<file path="src/hdl/rgbm_ram.sv">
// rgbm_ram: generic simple dual-port RAM, one write and one registered read port.
// No dependencies.
`default_nettype none
module rgbm_ram #(
    parameter int WIDTH = 8,
    parameter int DEPTH = 16
) (
    input  wire logic                                     aclk,
    input  wire logic                                     we,
    input  wire logic [(DEPTH > 1 ? $clog2(DEPTH) : 1)-1:0] waddr,
    input  wire logic [WIDTH-1:0]                         wdata,
    input  wire logic                                     re,
    input  wire logic [(DEPTH > 1 ? $clog2(DEPTH) : 1)-1:0] raddr,
    output logic      [WIDTH-1:0]                         rdata
);
    logic [WIDTH-1:0] mem [DEPTH];

    always_ff @(posedge aclk) begin
        if (we) begin
            mem[waddr] <= wdata;
        end
        if (re) begin
            rdata <= mem[raddr];
        end
    end
endmodule
`default_nettype wire

</file>
<file path="config.mk">
export PLATFORM = sky130hd
export DESIGN_NAME = rgbm_ram
export DESIGN_NICKNAME = d
export VERILOG_FILES = /design/src/hdl/rgbm_ram.sv
export SDC_FILE = /design/constraint.sdc
export NUM_CORES = 1
export LEC_CHECK = 0
export ABC_AREA = 1
export BUFFER_PORTS_ARGS = -buffer_cell sky130_fd_sc_hd__buf_2
export CAP_MARGIN = 20
export CELL_PAD_IN_SITES_DETAIL_PLACEMENT = 1
export CELL_PAD_IN_SITES_GLOBAL_PLACEMENT = 1
export CORE_MARGIN = 5
export CORE_UTILIZATION = 49
export DETAILED_ROUTE_END_ITERATION = 7
export PLACE_DENSITY_LB_ADDON = 0.1
export RECOVER_POWER = 25
export SLEW_MARGIN = 10
export SYNTH_ARGS = -nofsm -noshare
export SYNTH_HDL_FRONTEND = slang
export SYNTH_SLANG_ARGS = --single-unit
</file>
<file path="constraint.sdc">
create_clock -name aclk -period 1.85 [get_ports aclk]
set_clock_uncertainty 0.15 [all_clocks]
set_input_delay 0.555 -clock aclk [delete_from_list [all_inputs] [get_ports aclk]]
set_output_delay 0.555 -clock aclk [all_outputs]
set_load 0.005 [all_outputs]
</file>
== After elaboration in Yosys (flattened, before gate mapping) ==
Memory sizes are Yosys's and may differ from the RTL's. A register that Yosys moved wholly into a read port is not among the register bits.
Cells that the tools add are included.

* Register bits: 0
* RAM bits: 128
* Input port bits: 19
* Output and inout port bits: 8
* Memories: 1

* Muxes and demuxes: 2

{| class="wikitable"
|+ Memories
! name !! words !! width !! read ports !! clocked after memory_dff !! wr ports !! RTL line !! source
|-
| mem || 16 || 8 || 1 || 1 || 1 || 16 || <nowiki>logic [WIDTH-1:0] mem [DEPTH];</nowiki>
|}

{| class="wikitable"
|+ Operators with widths
! cell !! count
|-
| $mux 1 || 2
|}

== Depth between registers and ports, before layout ==
* Word-level depth: 2
* Depth in mapped cells: 8

== Worst setup path after synthesis ==
OpenSTA, ideal clock, no wires.

* Path kind: input-to-reg
* Start: in waddr[2] (netlist name)
* End: mem mem[10][0], enable pin
* Data arrival time: 1.136 ns
* Path slack: 0.194 ns
* Stages: 2
* Buffers on the path: 0
* Cells stage by stage: nand3b_1 -> nor2_1

{| class="wikitable"
|+ RTL lines
! what !! RTL line !! source
|-
| from (decl) || 10 || <nowiki>input wire logic [(DEPTH > 1 ? $clog2(DEPTH) : 1)-1:0] waddr,</nowiki>
|-
| to (decl) || 16 ||
|}

Straight into the memory's write port.

== Worst setup path in the final report ==
* Start: reg rdata[1] (read register of mem)
* End: out rdata[1]

{| class="wikitable"
|+ RTL lines
! what !! RTL line !! source
|-
| from (decl) || 14 || <nowiki>output logic [WIDTH-1:0] rdata</nowiki>
|}

No word-level cell between the ends.

==> results.cfg <==
[power_and_ir_drop]
switchingPower_mw = 1.542
p_sw_share_pct = 21.26
clkPwrFrac_pct = 45.4
p_leak_nw = 2.972
seqPwrFrac_pct = 48.2
share_comb_of_total_power_pct = 6.4
p_per_area_mw_per_mm2 = 1060
vdd_drop_max_mv = 0.7250
internal-power_mw = 5.711

[placement]
gp_congestion = 0.8123
dp_hpwl_mm = 9.890
io_buffers = 26
pre_cts_ws_ns = -0.1052
dp.cells = 726

[setup_path]
rr_worst_depth = 6
r2r_end = rdata[5]
cpPeakStageDelay_ns = 0.42
r2r_start = mem[14][5]
cp_top_family = flip-flops
critPathSlowestCell = edfxtp_1
cp.arrival_ns = 0.98
crit_path_end_kind = primary output
critPathRequiredTime_ns = 1.14
regToRegSetupSlack_ns = 0.54
path_buf_inv = 1
critical_path.max_fanout = 1
crit_path_cell_trace = buf_2
startpoint_type = flip-flop
crit_type = flip-flop to primary output

[clock_tree]
clock-sinks = 136
clockBufferDepth = 2
hold_buffers = 0
cts_buffers = 17
clk_latency_ns = 0.41
post_cts_buffers = 0
ctsResizeCount = 0
cts.reportedPaths.clkPinSlew_ns = 0.06
htreeDepth = 4
tritoncts = yes
clock-root-buffer = clkbuf_16

[global_routing]
grt_max_degree = 39
grt_overflow = 0
track_usage_pct = 23.55
grt_busiest_layer = met2
use_met1_pct = 30.42
globalRouteMet2Util_pct = 39.77
grt_pass1_wl_mm = 24.98
grt_use_met3_pct = 4.265
first_global_vias = 4488
antenna_found_initial = 0

[final_layout]
finalNonFillerCells = 758
fillCellCount = 1224
antenna_cells = 0
syn2layout_area_growth_pct = 17.01
layout_common_cells = nand2_1, edfxtp_1, inv_1
drive_above_1_share_pct = 12.85
final_common_cell = nand2_1
nNetsFinal = 621

[worst_hold_path]
min_to = mem[9][3]
hold_depth = 1
hold_start = wdata[3]
hold_path_class = primary input to flip-flop

[timing]
hold_viol = 0
layout_setup_ws_ns = 0.1612
hold_slack_ns = 0.4277
finalCritPeriodShare_pct = 91.28
rsz0062_at_grt = no
setup_viol = 0
post-route-min-period_ns = 1.689
worstMarginPinSlew_ns = 0.8329
maxSlewHeadroom_pct = 44.47
fmax_mhz = 592.2
drv_slew = 0
setup_tns_ns = 0

[routing]
drt_wl_total_mm = 15.53
vias = 4034
drt-wirelength-per-cell_um = 20.49
vias_per_cell = 5.322
drc = 0
dr.pass1.iters = 5
drt-initial-drc-count = 379
antenna_left = 0

[logic_synthesis]
yosysWarnings = 0
synth_top_area_share_pct = 69.85
synth_top_family_by_area = simple AND/OR/NAND/NOR gates
synthTopCellsByArea = edfxtp_1, nand2_1, nand3_1
synth_area_per_cell_sq_um = 10.61
synth_compound_area_share_pct = 0
synthMuxAreaShare_pct = 0
netlist_instances = 551
synth_area_sq_mm = 0.005847
synth-simple-area-share_pct = 20.76
synthAdderAreaFrac_pct = 0
syn-num-nets = 570
synth_top_area_cell = edfxtp_1
synth_xor_area_share_pct = 0
ys_types = 11
ys_ff_latch = 136
ys_seq_area_share_pct = 69.85

[floorplan]
dieArea_sq_mm = 0.01422
rows = 39
core_region_area_sq_mm = 0.01156
initial_core_util_pct = 50.56
die_h_um = 119.2
die_w_um = 119.2
io_pins = 27

[outcome]
status = completed

[run]
maxCapViolations = 0
==> cells in the mapped netlist, drive strengths merged <==
library cell and n:
edfxtp 136, nand2 173, buf 24, nor2 17, inv 102, nand3b 2
nand3 97
==> registers in the layout, summed over array words and instances, names as in the netlist <==
| name | flops |
|---|---|
| rdata | 8 |
| mem | 128 |
==> final cells by class <==
| type | instances | area, sq um | share of cell area (%) |
|---|---|---|---|
| flip-flops and latches | 136 | 4084 | 59.69 |
| multi-input cells | 289 | 1214 | 17.74 |
| clock buffers | 21 | 440.4 | 6.437 |
| repair buffers | 56 | 411.6 | 6.017 |
| inverters | 102 | 382.9 | 5.596 |
| well taps | 143 | 178.9 | 2.615 |
| clock inverters | 11 | 130.1 | 1.902 |
==> logic make-up (layout without fill, tap and decap cells) <==
kind of cell           after synthesis  in the layout
and+or+nand+nor                    289            289
DFF                                136            136
buffers and inverters              126            190
==> how the worst max path moves through the flow <==
stage | start | endpoint | slack, ns | depth (start not counted)
after floorplan | waddr[2] | mem[10][0] | 0.19 | 2
after global placement | raddr[0] | rdata[5] | -0.06 | 8
after detailed placement | raddr[0] | rdata[4] | -0.11 | 8
after CTS | rdata[1] | rdata[1] | 0.14 | 1
after global routing | rdata[1] | rdata[1] | 0.14 | 1
final | rdata[1] | rdata[1] | 0.16 | 1
==> per-layer routing <==
metal	vias up	part of all wire [%]
met5	-	0
met4	0	1.9
met3	22	5.2
met2	118	50
met1	2008	43
li1	1886	-
==> metrics by stage <==
stage          area, sq um  utilization, %  power [mW]
6_report              6842           59.16       7.253
5_1_grt               6842           59.16       7.508
4_1_cts               6848           59.21       7.299
3_5_place_dp          6277           54.28       4.017
3_3_place_gp          6277           54.28       3.997
2_1_floorplan         5847               -       3.796
==> power groups by stage <==
stage               Clock [mW]  Combinational (mW)  Sequential [mW]
global route              3.50               0.511             3.50
floorplan                    0               0.243             3.55
detailed placement           0               0.460             3.56
global placement             0               0.443             3.55
CTS                       3.34               0.467             3.49
finish                    3.30               0.463             3.49
Power figures use the tool's default switching activity.
